**config.mk**
```make
export PLATFORM = sky130hd
export DESIGN_NAME = timed_task_queue_flat
export DESIGN_NICKNAME = d
export VERILOG_FILES = /design/src/rtl/ttq_pkg.sv /design/src/rtl/ttq_req_if.sv /design/src/rtl/ttq_rsp_if.sv /design/src/rtl/ttq_order.sv /design/src/rtl/timed_task_queue.sv /design/src/flat_wrapper.sv
export SDC_FILE = /design/constraint.sdc
export NUM_CORES = 2
export LEC_CHECK = 0
export BUFFER_PORTS_ARGS = -buffer_cell sky130_fd_sc_hd__buf_4
export CORE_MARGIN = 1.5
export CORE_UTILIZATION = 50
export DETAILED_ROUTE_END_ITERATION = 10
export MAX_ROUTING_LAYER = met4
export PLACE_DENSITY_LB_ADDON = 0.12
export SYNTH_ARGS = -nofsm -noshare
export SYNTH_HDL_FRONTEND = slang
export SYNTH_SLANG_ARGS = --single-unit
```
**constraint.sdc**
```tcl
create_clock -name i_clk -period 22.4 [get_ports i_clk]
set_input_delay 2.24 -clock i_clk [delete_from_list [all_inputs] [get_ports i_clk]]
set_output_delay 2.24 -clock i_clk [all_outputs]
set_load 0.02 [all_outputs]
```
**src/rtl/ttq_pkg.sv**
```systemverilog
// ----------------------------------------------------------------------------
// ttq_pkg: shared types and constants of the timed task queue
// Slot count, field widths, request and status codes, result record.
// ----------------------------------------------------------------------------
package ttq_pkg;

    localparam int TASK_SLOTS = 16;
    localparam int SLOT_W     = $clog2(TASK_SLOTS);
    localparam int TOT_W      = $clog2(TASK_SLOTS + 1);

    localparam int REQ_W   = 3;
    localparam int TIME_W  = 48;
    localparam int ID_W    = 32;
    localparam int STAT_W  = 2;
    localparam int RCNT_W  = 5;

    localparam logic [REQ_W-1:0] REQ_INS_SYS   = 3'd0;
    localparam logic [REQ_W-1:0] REQ_INS_OWNED = 3'd1;
    localparam logic [REQ_W-1:0] REQ_CANCEL_ID = 3'd2;
    localparam logic [REQ_W-1:0] REQ_CANCEL_OWN = 3'd3;
    localparam logic [REQ_W-1:0] REQ_TICK      = 3'd4;
    localparam logic [REQ_W-1:0] REQ_QUERY     = 3'd5;

    localparam logic [STAT_W-1:0] ST_OK        = 2'd0;
    localparam logic [STAT_W-1:0] ST_FULL      = 2'd1;
    localparam logic [STAT_W-1:0] ST_NOT_FOUND = 2'd2;
    localparam logic [STAT_W-1:0] ST_NONE      = 2'd3;

    typedef struct packed {
        logic [STAT_W-1:0] status;
        logic [ID_W-1:0]   result_id;
        logic [ID_W-1:0]   result_owner;
        logic [RCNT_W-1:0] removed_count;
        logic              present;
        logic              last;
    } t_rsp;

endpackage

```
**src/rtl/ttq_req_if.sv**
```systemverilog
// ----------------------------------------------------------------------------
// ttq_req_if: request channel
// Valid/ready handshake carrying one request item.
// ----------------------------------------------------------------------------
interface ttq_req_if import ttq_pkg::*; ();
    logic              valid;
    logic              ready;
    logic [REQ_W-1:0]  req_type;
    logic [TIME_W-1:0] due_time;
    logic [ID_W-1:0]   owner_id;
    logic [ID_W-1:0]   target_id;
    logic [TIME_W-1:0] now_time;

    modport source (output valid, req_type, due_time, owner_id, target_id, now_time,
                    input ready);
    modport sink   (input valid, req_type, due_time, owner_id, target_id, now_time,
                    output ready);
endinterface

```
**src/rtl/ttq_rsp_if.sv**
```systemverilog
// ----------------------------------------------------------------------------
// ttq_rsp_if: result channel
// Valid/ready handshake carrying one result item.
// ----------------------------------------------------------------------------
interface ttq_rsp_if import ttq_pkg::*; ();
    logic              valid;
    logic              ready;
    logic [STAT_W-1:0] status;
    logic [ID_W-1:0]   result_id;
    logic [ID_W-1:0]   result_owner;
    logic [RCNT_W-1:0] removed_count;
    logic              present;
    logic              last;

    modport source (output valid, status, result_id, result_owner, removed_count,
                    present, last, input ready);
    modport sink   (input valid, status, result_id, result_owner, removed_count,
                    present, last, output ready);
endinterface

```
**src/rtl/ttq_order.sv**
```systemverilog
// ----------------------------------------------------------------------------
// ttq_order: firing order compare
// True when a candidate slot goes before the current best (earlier due,
// ties to the lower id).
// ----------------------------------------------------------------------------
module ttq_order import ttq_pkg::*; (
    input  logic [TIME_W-1:0] i_cand_due,
    input  logic [ID_W-1:0]   i_cand_id,
    input  logic [TIME_W-1:0] i_best_due,
    input  logic [ID_W-1:0]   i_best_id,
    input  logic              i_best_found,
    output logic              o_before
);
    assign o_before = !i_best_found || (i_cand_due < i_best_due) ||
                      ((i_cand_due == i_best_due) && (i_cand_id < i_best_id));
endmodule

```
**src/rtl/timed_task_queue.sv**
```systemverilog
// ----------------------------------------------------------------------------
// timed_task_queue: table of timed tasks with cancel, tick and query
// Slots are visited one per cycle by a small sequencer sharing one compare.
// ----------------------------------------------------------------------------
// Steps: an insert goes through S_INS and S_EMIT to the result register, an
//   unknown request straight through S_EMIT; cancel/query scan every slot;
//   tick scans every slot for the due count, then a further scan of every
//   slot per fired task picks it; when nothing is due the count scan ends it.
// Throughput: one request at a time, ready only in idle; the next request
//   waits until every result of the last one is in the output register.
// Reset: synchronous, active low; clears all valid bits, the id counter and
//   the sequencer. Slot contents are not cleared, they are read only if valid.
module timed_task_queue import ttq_pkg::*; (
    input  logic   i_clk,
    input  logic   i_rst_n,
    ttq_req_if.sink   i_req,
    ttq_rsp_if.source o_rsp
);

    typedef enum logic [2:0] {S_IDLE, S_INS, S_SCAN, S_PICK, S_EMIT} t_state;

    localparam logic [SLOT_W-1:0] LAST_SLOT = SLOT_W'(TASK_SLOTS - 1);

    t_state r_state;

    // latched request
    logic [REQ_W-1:0]  r_req;
    logic [TIME_W-1:0] r_due_in;
    logic [ID_W-1:0]   r_owner_in;
    logic [ID_W-1:0]   r_target;
    logic [TIME_W-1:0] r_now;

    // task table
    logic [TASK_SLOTS-1:0] r_valid;
    logic [TIME_W-1:0]     r_slot_due   [TASK_SLOTS];
    logic [ID_W-1:0]       r_slot_owner [TASK_SLOTS];
    logic [ID_W-1:0]       r_slot_id    [TASK_SLOTS];
    logic [ID_W-1:0]       r_id_ctr;

    // scan state
    logic [SLOT_W-1:0] r_idx;
    logic              r_hit;
    logic [RCNT_W-1:0] r_rcnt;
    logic [TOT_W-1:0]  r_total;
    logic [TOT_W-1:0]  r_fired;
    logic              r_found;
    logic [SLOT_W-1:0] r_best;
    logic [TIME_W-1:0] r_best_due;
    logic [ID_W-1:0]   r_best_id;
    logic              r_more;

    // result staging and output register
    t_rsp r_res;
    t_rsp r_out;
    logic r_out_valid;

    // insert write port
    logic              w_wr;
    logic [SLOT_W-1:0] w_free;
    logic              w_free_ok;
    logic [ID_W-1:0]   w_nid;

    // current slot under the scan
    logic              cur_valid;
    logic [TIME_W-1:0] cur_due;
    logic [ID_W-1:0]   cur_owner;
    logic [ID_W-1:0]   cur_id;
    logic              cur_due_ok;
    logic              cur_before;

    assign cur_valid  = r_valid[r_idx];
    assign cur_due    = r_slot_due[r_idx];
    assign cur_owner  = r_slot_owner[r_idx];
    assign cur_id     = r_slot_id[r_idx];
    assign cur_due_ok = cur_valid && (cur_due <= r_now);

    ttq_order u_order (
        .i_cand_due   (cur_due),
        .i_cand_id    (cur_id),
        .i_best_due   (r_best_due),
        .i_best_id    (r_best_id),
        .i_best_found (r_found),
        .o_before     (cur_before)
    );

    // lowest free slot
    always_comb begin
        w_free    = '0;
        w_free_ok = 1'b0;
        for (int i = TASK_SLOTS - 1; i >= 0; i--) begin
            if (!r_valid[i]) begin
                w_free    = SLOT_W'(i);
                w_free_ok = 1'b1;
            end
        end
    end

    // next id, skipping zero on wrap
    assign w_nid = (r_id_ctr + 1'b1 == '0) ? ID_W'(1) : r_id_ctr + 1'b1;
    assign w_wr  = (r_state == S_INS) && w_free_ok;

    always_ff @(posedge i_clk) begin
        if (w_wr) begin
            r_slot_due[w_free]   <= r_due_in;
            r_slot_owner[w_free] <= (r_req == REQ_INS_OWNED) ? r_owner_in : '0;
            r_slot_id[w_free]    <= w_nid;
        end
    end

    assign i_req.ready = (r_state == S_IDLE);

    assign o_rsp.valid         = r_out_valid;
    assign o_rsp.status        = r_out.status;
    assign o_rsp.result_id     = r_out.result_id;
    assign o_rsp.result_owner  = r_out.result_owner;
    assign o_rsp.removed_count = r_out.removed_count;
    assign o_rsp.present       = r_out.present;
    assign o_rsp.last          = r_out.last;

    always_ff @(posedge i_clk) begin
        if (!i_rst_n) begin
            r_state     <= S_IDLE;
            r_valid     <= '0;
            r_id_ctr    <= '0;
            r_out_valid <= 1'b0;
            r_idx       <= '0;
            r_hit       <= 1'b0;
            r_rcnt      <= '0;
            r_total     <= '0;
            r_fired     <= '0;
            r_found     <= 1'b0;
            r_more      <= 1'b0;
        end else begin
            // S_EMIT handles the output register itself
            if (o_rsp.ready && r_state != S_EMIT) r_out_valid <= 1'b0;

            case (r_state)
                S_IDLE: begin
                    if (i_req.valid) begin
                        r_req      <= i_req.req_type;
                        r_due_in   <= i_req.due_time;
                        r_owner_in <= i_req.owner_id;
                        r_target   <= i_req.target_id;
                        r_now      <= i_req.now_time;
                        r_idx      <= '0;
                        r_hit      <= 1'b0;
                        r_rcnt     <= '0;
                        r_total    <= '0;
                        r_fired    <= '0;
                        r_found    <= 1'b0;
                        r_more     <= 1'b0;
                        case (i_req.req_type)
                            REQ_INS_SYS, REQ_INS_OWNED: r_state <= S_INS;
                            REQ_CANCEL_ID, REQ_CANCEL_OWN,
                            REQ_TICK, REQ_QUERY: r_state <= S_SCAN;
                            default: begin
                                r_res   <= '{ST_NONE, '0, '0, '0, 1'b0, 1'b1};
                                r_state <= S_EMIT;
                            end
                        endcase
                    end
                end

                S_INS: begin
                    if (w_free_ok) begin
                        r_valid[w_free] <= 1'b1;
                        r_id_ctr        <= w_nid;
                        r_res <= '{ST_OK, w_nid,
                                   (r_req == REQ_INS_OWNED) ? r_owner_in : '0,
                                   '0, 1'b0, 1'b1};
                    end else begin
                        r_res <= '{ST_FULL, '0, '0, '0, 1'b0, 1'b1};
                    end
                    r_state <= S_EMIT;
                end

                // one slot per cycle: match for cancel/query, due count for tick
                S_SCAN: begin : scan
                    logic             hit_n;
                    logic [RCNT_W-1:0] rcnt_n;
                    logic [TOT_W-1:0] tot_n;
                    hit_n  = r_hit;
                    rcnt_n = r_rcnt;
                    tot_n  = r_total;
                    case (r_req)
                        REQ_CANCEL_ID, REQ_QUERY: begin
                            if (cur_valid && r_target != '0 && cur_id == r_target) begin
                                hit_n = 1'b1;
                                if (r_req == REQ_CANCEL_ID) r_valid[r_idx] <= 1'b0;
                            end
                        end
                        REQ_CANCEL_OWN: begin
                            if (cur_valid && r_owner_in != '0 && cur_owner == r_owner_in) begin
                                r_valid[r_idx] <= 1'b0;
                                if (r_rcnt != '1) rcnt_n = r_rcnt + 1'b1;
                            end
                        end
                        default: begin
                            if (cur_due_ok) tot_n = r_total + 1'b1;
                        end
                    endcase
                    r_hit   <= hit_n;
                    r_rcnt  <= rcnt_n;
                    r_total <= tot_n;
                    r_idx   <= (r_idx == LAST_SLOT) ? '0 : r_idx + 1'b1;
                    if (r_idx == LAST_SLOT) begin
                        case (r_req)
                            REQ_CANCEL_ID: begin
                                if (hit_n) r_res <= '{ST_OK, r_target, '0, '0, 1'b0, 1'b1};
                                else r_res <= '{ST_NOT_FOUND, '0, '0, '0, 1'b0, 1'b1};
                                r_state <= S_EMIT;
                            end
                            REQ_QUERY: begin
                                if (hit_n) r_res <= '{ST_OK, '0, '0, '0, 1'b1, 1'b1};
                                else r_res <= '{ST_NOT_FOUND, '0, '0, '0, 1'b0, 1'b1};
                                r_state <= S_EMIT;
                            end
                            REQ_CANCEL_OWN: begin
                                r_res <= '{(rcnt_n != '0) ? ST_OK : ST_NONE, '0, '0,
                                           rcnt_n, 1'b0, 1'b1};
                                r_state <= S_EMIT;
                            end
                            default: begin
                                if (tot_n == '0) begin
                                    r_res   <= '{ST_NONE, '0, '0, '0, 1'b0, 1'b1};
                                    r_state <= S_EMIT;
                                end else begin
                                    r_found <= 1'b0;
                                    r_state <= S_PICK;
                                end
                            end
                        endcase
                    end
                end

                // one slot per cycle: earliest due, ties to lower id
                S_PICK: begin : pick
                    logic              upd;
                    logic [SLOT_W-1:0] best_n;
                    logic [ID_W-1:0]   bid_n;
                    logic [ID_W-1:0]   bown_n;
                    upd    = cur_due_ok && cur_before;
                    best_n = upd ? r_idx : r_best;
                    bid_n  = upd ? cur_id : r_best_id;
                    bown_n = upd ? cur_owner : r_slot_owner[r_best];
                    if (upd) begin
                        r_found    <= 1'b1;
                        r_best     <= r_idx;
                        r_best_due <= cur_due;
                        r_best_id  <= cur_id;
                    end
                    r_idx <= (r_idx == LAST_SLOT) ? '0 : r_idx + 1'b1;
                    if (r_idx == LAST_SLOT) begin
                        r_valid[best_n] <= 1'b0;
                        r_fired         <= r_fired + 1'b1;
                        r_more          <= (r_fired + 1'b1 != r_total);
                        r_res <= '{ST_OK, bid_n, bown_n, '0, 1'b0,
                                   (r_fired + 1'b1 == r_total)};
                        r_state <= S_EMIT;
                    end
                end

                // hand the staged result to the output register
                S_EMIT: begin
                    if (!r_out_valid || o_rsp.ready) begin
                        r_out       <= r_res;
                        r_out_valid <= 1'b1;
                        if (r_more) begin
                            r_found <= 1'b0;
                            r_more  <= 1'b0;
                            r_state <= S_PICK;
                        end else begin
                            r_state <= S_IDLE;
                        end
                    end
                end

                default: r_state <= S_IDLE;
            endcase
        end
    end

endmodule

```
**src/flat_wrapper.sv**
```systemverilog
// flat-port wrapper written by rule: the top's interface ports become plain ports
module timed_task_queue_flat import ttq_pkg::*;
  (i_clk, i_rst_n, i_req_valid, i_req_req_type, i_req_due_time, i_req_owner_id, i_req_target_id, i_req_now_time, i_req_ready, o_rsp_valid, o_rsp_status, o_rsp_result_id, o_rsp_result_owner, o_rsp_removed_count, o_rsp_present, o_rsp_last, o_rsp_ready);
  ttq_req_if i_req_i ();
  ttq_rsp_if o_rsp_i ();
  input  logic i_clk;
  input  logic i_rst_n;
  input wire logic [$bits(i_req_i.valid)-1:0] i_req_valid;
  input wire logic [$bits(i_req_i.req_type)-1:0] i_req_req_type;
  input wire logic [$bits(i_req_i.due_time)-1:0] i_req_due_time;
  input wire logic [$bits(i_req_i.owner_id)-1:0] i_req_owner_id;
  input wire logic [$bits(i_req_i.target_id)-1:0] i_req_target_id;
  input wire logic [$bits(i_req_i.now_time)-1:0] i_req_now_time;
  output wire logic [$bits(i_req_i.ready)-1:0] i_req_ready;
  output wire logic [$bits(o_rsp_i.valid)-1:0] o_rsp_valid;
  output wire logic [$bits(o_rsp_i.status)-1:0] o_rsp_status;
  output wire logic [$bits(o_rsp_i.result_id)-1:0] o_rsp_result_id;
  output wire logic [$bits(o_rsp_i.result_owner)-1:0] o_rsp_result_owner;
  output wire logic [$bits(o_rsp_i.removed_count)-1:0] o_rsp_removed_count;
  output wire logic [$bits(o_rsp_i.present)-1:0] o_rsp_present;
  output wire logic [$bits(o_rsp_i.last)-1:0] o_rsp_last;
  input wire logic [$bits(o_rsp_i.ready)-1:0] o_rsp_ready;
  assign i_req_i.valid = i_req_valid;
  assign i_req_i.req_type = i_req_req_type;
  assign i_req_i.due_time = i_req_due_time;
  assign i_req_i.owner_id = i_req_owner_id;
  assign i_req_i.target_id = i_req_target_id;
  assign i_req_i.now_time = i_req_now_time;
  assign i_req_ready = i_req_i.ready;
  assign o_rsp_valid = o_rsp_i.valid;
  assign o_rsp_status = o_rsp_i.status;
  assign o_rsp_result_id = o_rsp_i.result_id;
  assign o_rsp_result_owner = o_rsp_i.result_owner;
  assign o_rsp_removed_count = o_rsp_i.removed_count;
  assign o_rsp_present = o_rsp_i.present;
  assign o_rsp_last = o_rsp_i.last;
  assign o_rsp_i.ready = o_rsp_ready;
  timed_task_queue u_core (.i_clk(i_clk), .i_rst_n(i_rst_n), .i_req(i_req_i), .o_rsp(o_rsp_i));
endmodule
```
==> metrics.md <==
| Metric | Value |
|---|---|
| Status | finished clean |
| Layout cells sized above 1 | 0.259 |
| Hold depth | 0 |
| Wire per inst | between 30 and 40 microns |
| RR Endpoint | u_core.r_res[19] |
| Post-Place Setup Slack | 13800 ps |
| Hold_sp | u_core.r_res[0] |
| Grt ovf | 0 |
| Leakage | ~0.035 uW |
| Worst Setup End Kind | flop |
| Clock share of power | 0.371 |
| R2R depth | 17 |
| Cell area after synthesis | 95700 sq um |
| Int Pwr | about 7400 uW |
| Total CTS buffers | roughly 230 |
| Total GRT Usage | 0.269 |
| Fillers | about 14000 |
| Post-DP Area | 101000 sq um |
| Predominant post-synthesis flop cell | edfxtp_1 |
| Most frequent cell on the critical path | buf_4 |
| Switching Share | 0.247 |
| Drt pass-1 iters | 6 |
| CTS root buf | clkbuf_16 |
| Initial antenna violation count | 5 |
| Hold bufs inserted after CTS | 0 |
| Largest family of logic cells by synthesized area | multiplexers |
| Post-CTS resize count | 0 |
| CTS sink count | around 2300 |
| Final Setup Violations | 0 |
| Synth cell count leaders | 2185 x edfxtp_1, 659 x mux4_2, 238 x nand2_1 |
| Comb pwr share | 0.128 |
| Critical Path Source Type | flop |
| Yosys warns | 0 |
| #FFs+latches synth | ~2300 |
| Final Power | approximately 9900 uW |
| Distinct cells, synth | 82 |
| Adder-cell share of the synthesized area | 0.0177 |
| Final worst-path cycle share | 0.375 |
| Crit Path Category | reg -> reg |
| Rows | 160 |
| Post-route clock skew | around 45 ps |
| Non-Filler Cell Area, Final | between 100000 and 150000 sq um |
| Seq/Total Area, Yosys | 0.703 |
| Final Max Slew Viols | 0 |
| Final nets | 5702 |
| Slowest CP cell | a221oi_1 |
| Post-route ant nets | 0 |
| Final wirelength | 252000 microns |
| DPL Wire Length | ~140000 microns |
| Max-Cap Viols | 0 |
| TNS Setup | 0 ps |
| Starting DRT DRC Count | 5921 |
| H-tree depth | 4 |
| CP required | ~23000 ps |
| Die Area | just under 200000 sq um |
| Unrepaired setup endpoints after global routing | no |
| Crit-path cells | buf_4, buf_4, mux4_2, mux4_2, ha_1, a21o_1, a21o_1, a21oi_1, o211ai_1, a221oi_1, a21oi_2, o21ai_0, a21o_1, nor2_1, nor4_2, buf_4, buf_4 |
| DR vias | around 51000 |
| Simple-gate share of the synthesized area | 0.0401 |
| Initial Util | 0.503 |
| Clk Latency, worst-skew pair | ~880 ps |
| Asr flop ratio synth | 0 |
| Syn Inst Count | 5065 |
| Syn Area/Cell | roughly 19 sq um |
| Number of flops mapped to enable cells by yosys | approximately 2200 |
| Syn-to-layout area delta | 12.7% |
| Worst-case clock buffer depth | 3 |
| Synth area leader | edfxtp_1 |
| Post-route DRC | 0 |
| Top cells by area, synth | edfxtp_1 69%, mux4_2 16%, ha_1 1.8% |
| Hold Violations, Final | 0 |
| CTS tree | yes |
| Arrival time worst endpoint | roughly 8900 ps |
| Final min period | approximately 8400 ps |
| Post-CTS Setup Bufs | 0 |
| IO Pins | between 200 and 250 |
| PwrDens | between 90 and 100 nW/um^2 |
| Largest net degree at the start of global routing | 105 |
| FMAX | around 120 MHz |
| Reg clk slew, reported paths | around 60 ps |
| Die W | ~440 microns |
| Gpl congestion | between 0.8 and 0.9 |
| Type of the worst min-delay path | reg -> reg |
| Core area | between 150000 and 200000 sq um |
| Worst slew pin tran | 1300 ps |
| Sequential Power Share | 0.501 |
| Worst IR Drop VDD | between 0.07 and 0.08 mV |
| Slew HR | 0.125 |
| Synth Area in Compound Gates | 0.0342 |
| Hold Crit Endpoint | u_core.o_rsp.last |
| Final WS setup | roughly 14000 ps |
| DR vias/cell | 6.34 |
| R2R setup slack | 14010 ps |
| Most numerous cell in the Yosys netlist | edfxtp_1 |
| Mux cell area share after synthesis | 0.176 |
| Sw power | around 2400 uW |
| Crit Path Max Fanout | 44 |
| Post-Syn Nets | ~5400 |
| Synth Area in XOR/XNOR | 0.0106 |
| Post-synth top area share | 0.686 |
| Number of global-route vias before repair | 51317 |
| First-pass GRT wire length | about 360000 microns |
| CP peak stage delay | 860 ps |
| Port bufs | 241 |
| Height of the die | roughly 440 microns |
[sequential cells by signal, indices dropped and copies added (netlist names), 48 cells and up, named ones only]
signal and count:
u_core.r_slot_owner 512, u_core.r_slot_id 512, u_core.r_due_in 48, u_core.r_now 48
u_core.r_res 73, u_core.r_best_due 48, u_core.r_slot_due 768
[placed cells by master, fill, tap and decap left out, drive strengths merged, types with 64 or more instances in the layout]
| cell type | Yosys | routed |
|---|---|---|
| ha | 135 | 135 |
| clkbuf | 160 | 290 |
| xnor2 | 64 | 64 |
| edfxtp | 2185 | 2185 |
| mux4 | 659 | 659 |
| clkinv | 2 | 97 |
| dfxtp | 82 | 82 |
| mux2i | 143 | 143 |
| a21oi | 97 | 97 |
| nor2 | 151 | 151 |
| buf | 106 | 373 |
| o21ai | 104 | 104 |
| inv | 170 | 178 |
| nand2 | 238 | 238 |
[worst max-delay path: cells and delay by family (launching register included)]
kind | cells | cell delay (ps)
AO/OA/AOI/OAI | 8 | 2440
adder cells (fa/ha/maj) | 1 | 340
buffers and inverters | 4 | 2670
flip-flops | 1 | 850
multiplexers | 2 | 1120
AND/OR/NAND/NOR | 2 | 380
[power by group through the flow]
| stage | logic [uW] | clock network [uW] | registers (uW) |
|---|---|---|---|
| after floorplan | 931 | 0 | 4970 |
| after global placement | 1270 | 0 | 5020 |
| after detailed placement | 1270 | 0 | 5030 |
| after CTS | 1280 | 3720 | 4940 |
| after global routing | 1360 | 3880 | 4950 |
| final | 1270 | 3660 | 4940 |
[through the flow]
step,hold WS [ps],util,std cells
floorplan,400,-,5065
global placement,401,0.530,7683
detailed placement,406,0.530,7683
CTS,420,0.567,8098
global route,425,0.567,8099
finish,418,0.567,8101
[area by class of cell]
| class | instances | area, sq um | area share |
|---|---|---|---|
| clock inverter | 125 | 1120 | 0.0103 |
| tap | 2511 | 3140 | 0.0291 |
| timing repair buffer | 373 | 2840 | 0.0263 |
| sequential | 2267 | 67300 | 0.624 |
| antenna | 3 | 7.51 | 0.0000696 |
| clock buffer | 290 | 6000 | 0.0556 |
| multi-input combinational | 2360 | 26800 | 0.249 |
| inverter | 172 | 653 | 0.00605 |
[routing by layer]
| layer | up-vias | part of all wire | GRT usage |
|---|---|---|---|
| met5 | - | 0 | - |
| met4 | 0 | 0.026 | 0.0727 |
| met3 | 415 | 0.074 | 0.0387 |
| met2 | 2307 | 0.48 | 0.418 |
| met1 | 27154 | 0.42 | 0.377 |
| li1 | 21504 | - | - |
[logic make-up after synthesis]
logic type,count (synthesis)
AND/OR/NAND/NOR,773
flip-flops,2267
XOR/XNOR,116
buffers and inverters,438
AO/OA/AOI/OAI,486
multiplexers,850
adder cells (fa/ha/maj),135
[worst max-delay path by stage]
stage	from	end	slack [ps]	depth (start not counted)
4_1_cts	flop	u_core.r_res[19]	13750	17
5_1_grt	flop	u_core.r_res[9]	13590	17
2_1_floorplan	flop	u_core.r_res[0]	9420	21
3_3_place_gp	flop	u_core.r_res[31]	13880	17
3_5_place_dp	flop	u_core.r_res[31]	13800	17
6_report	flop	u_core.r_res[19]	14010	17
Power figures use the tool's default switching activity.
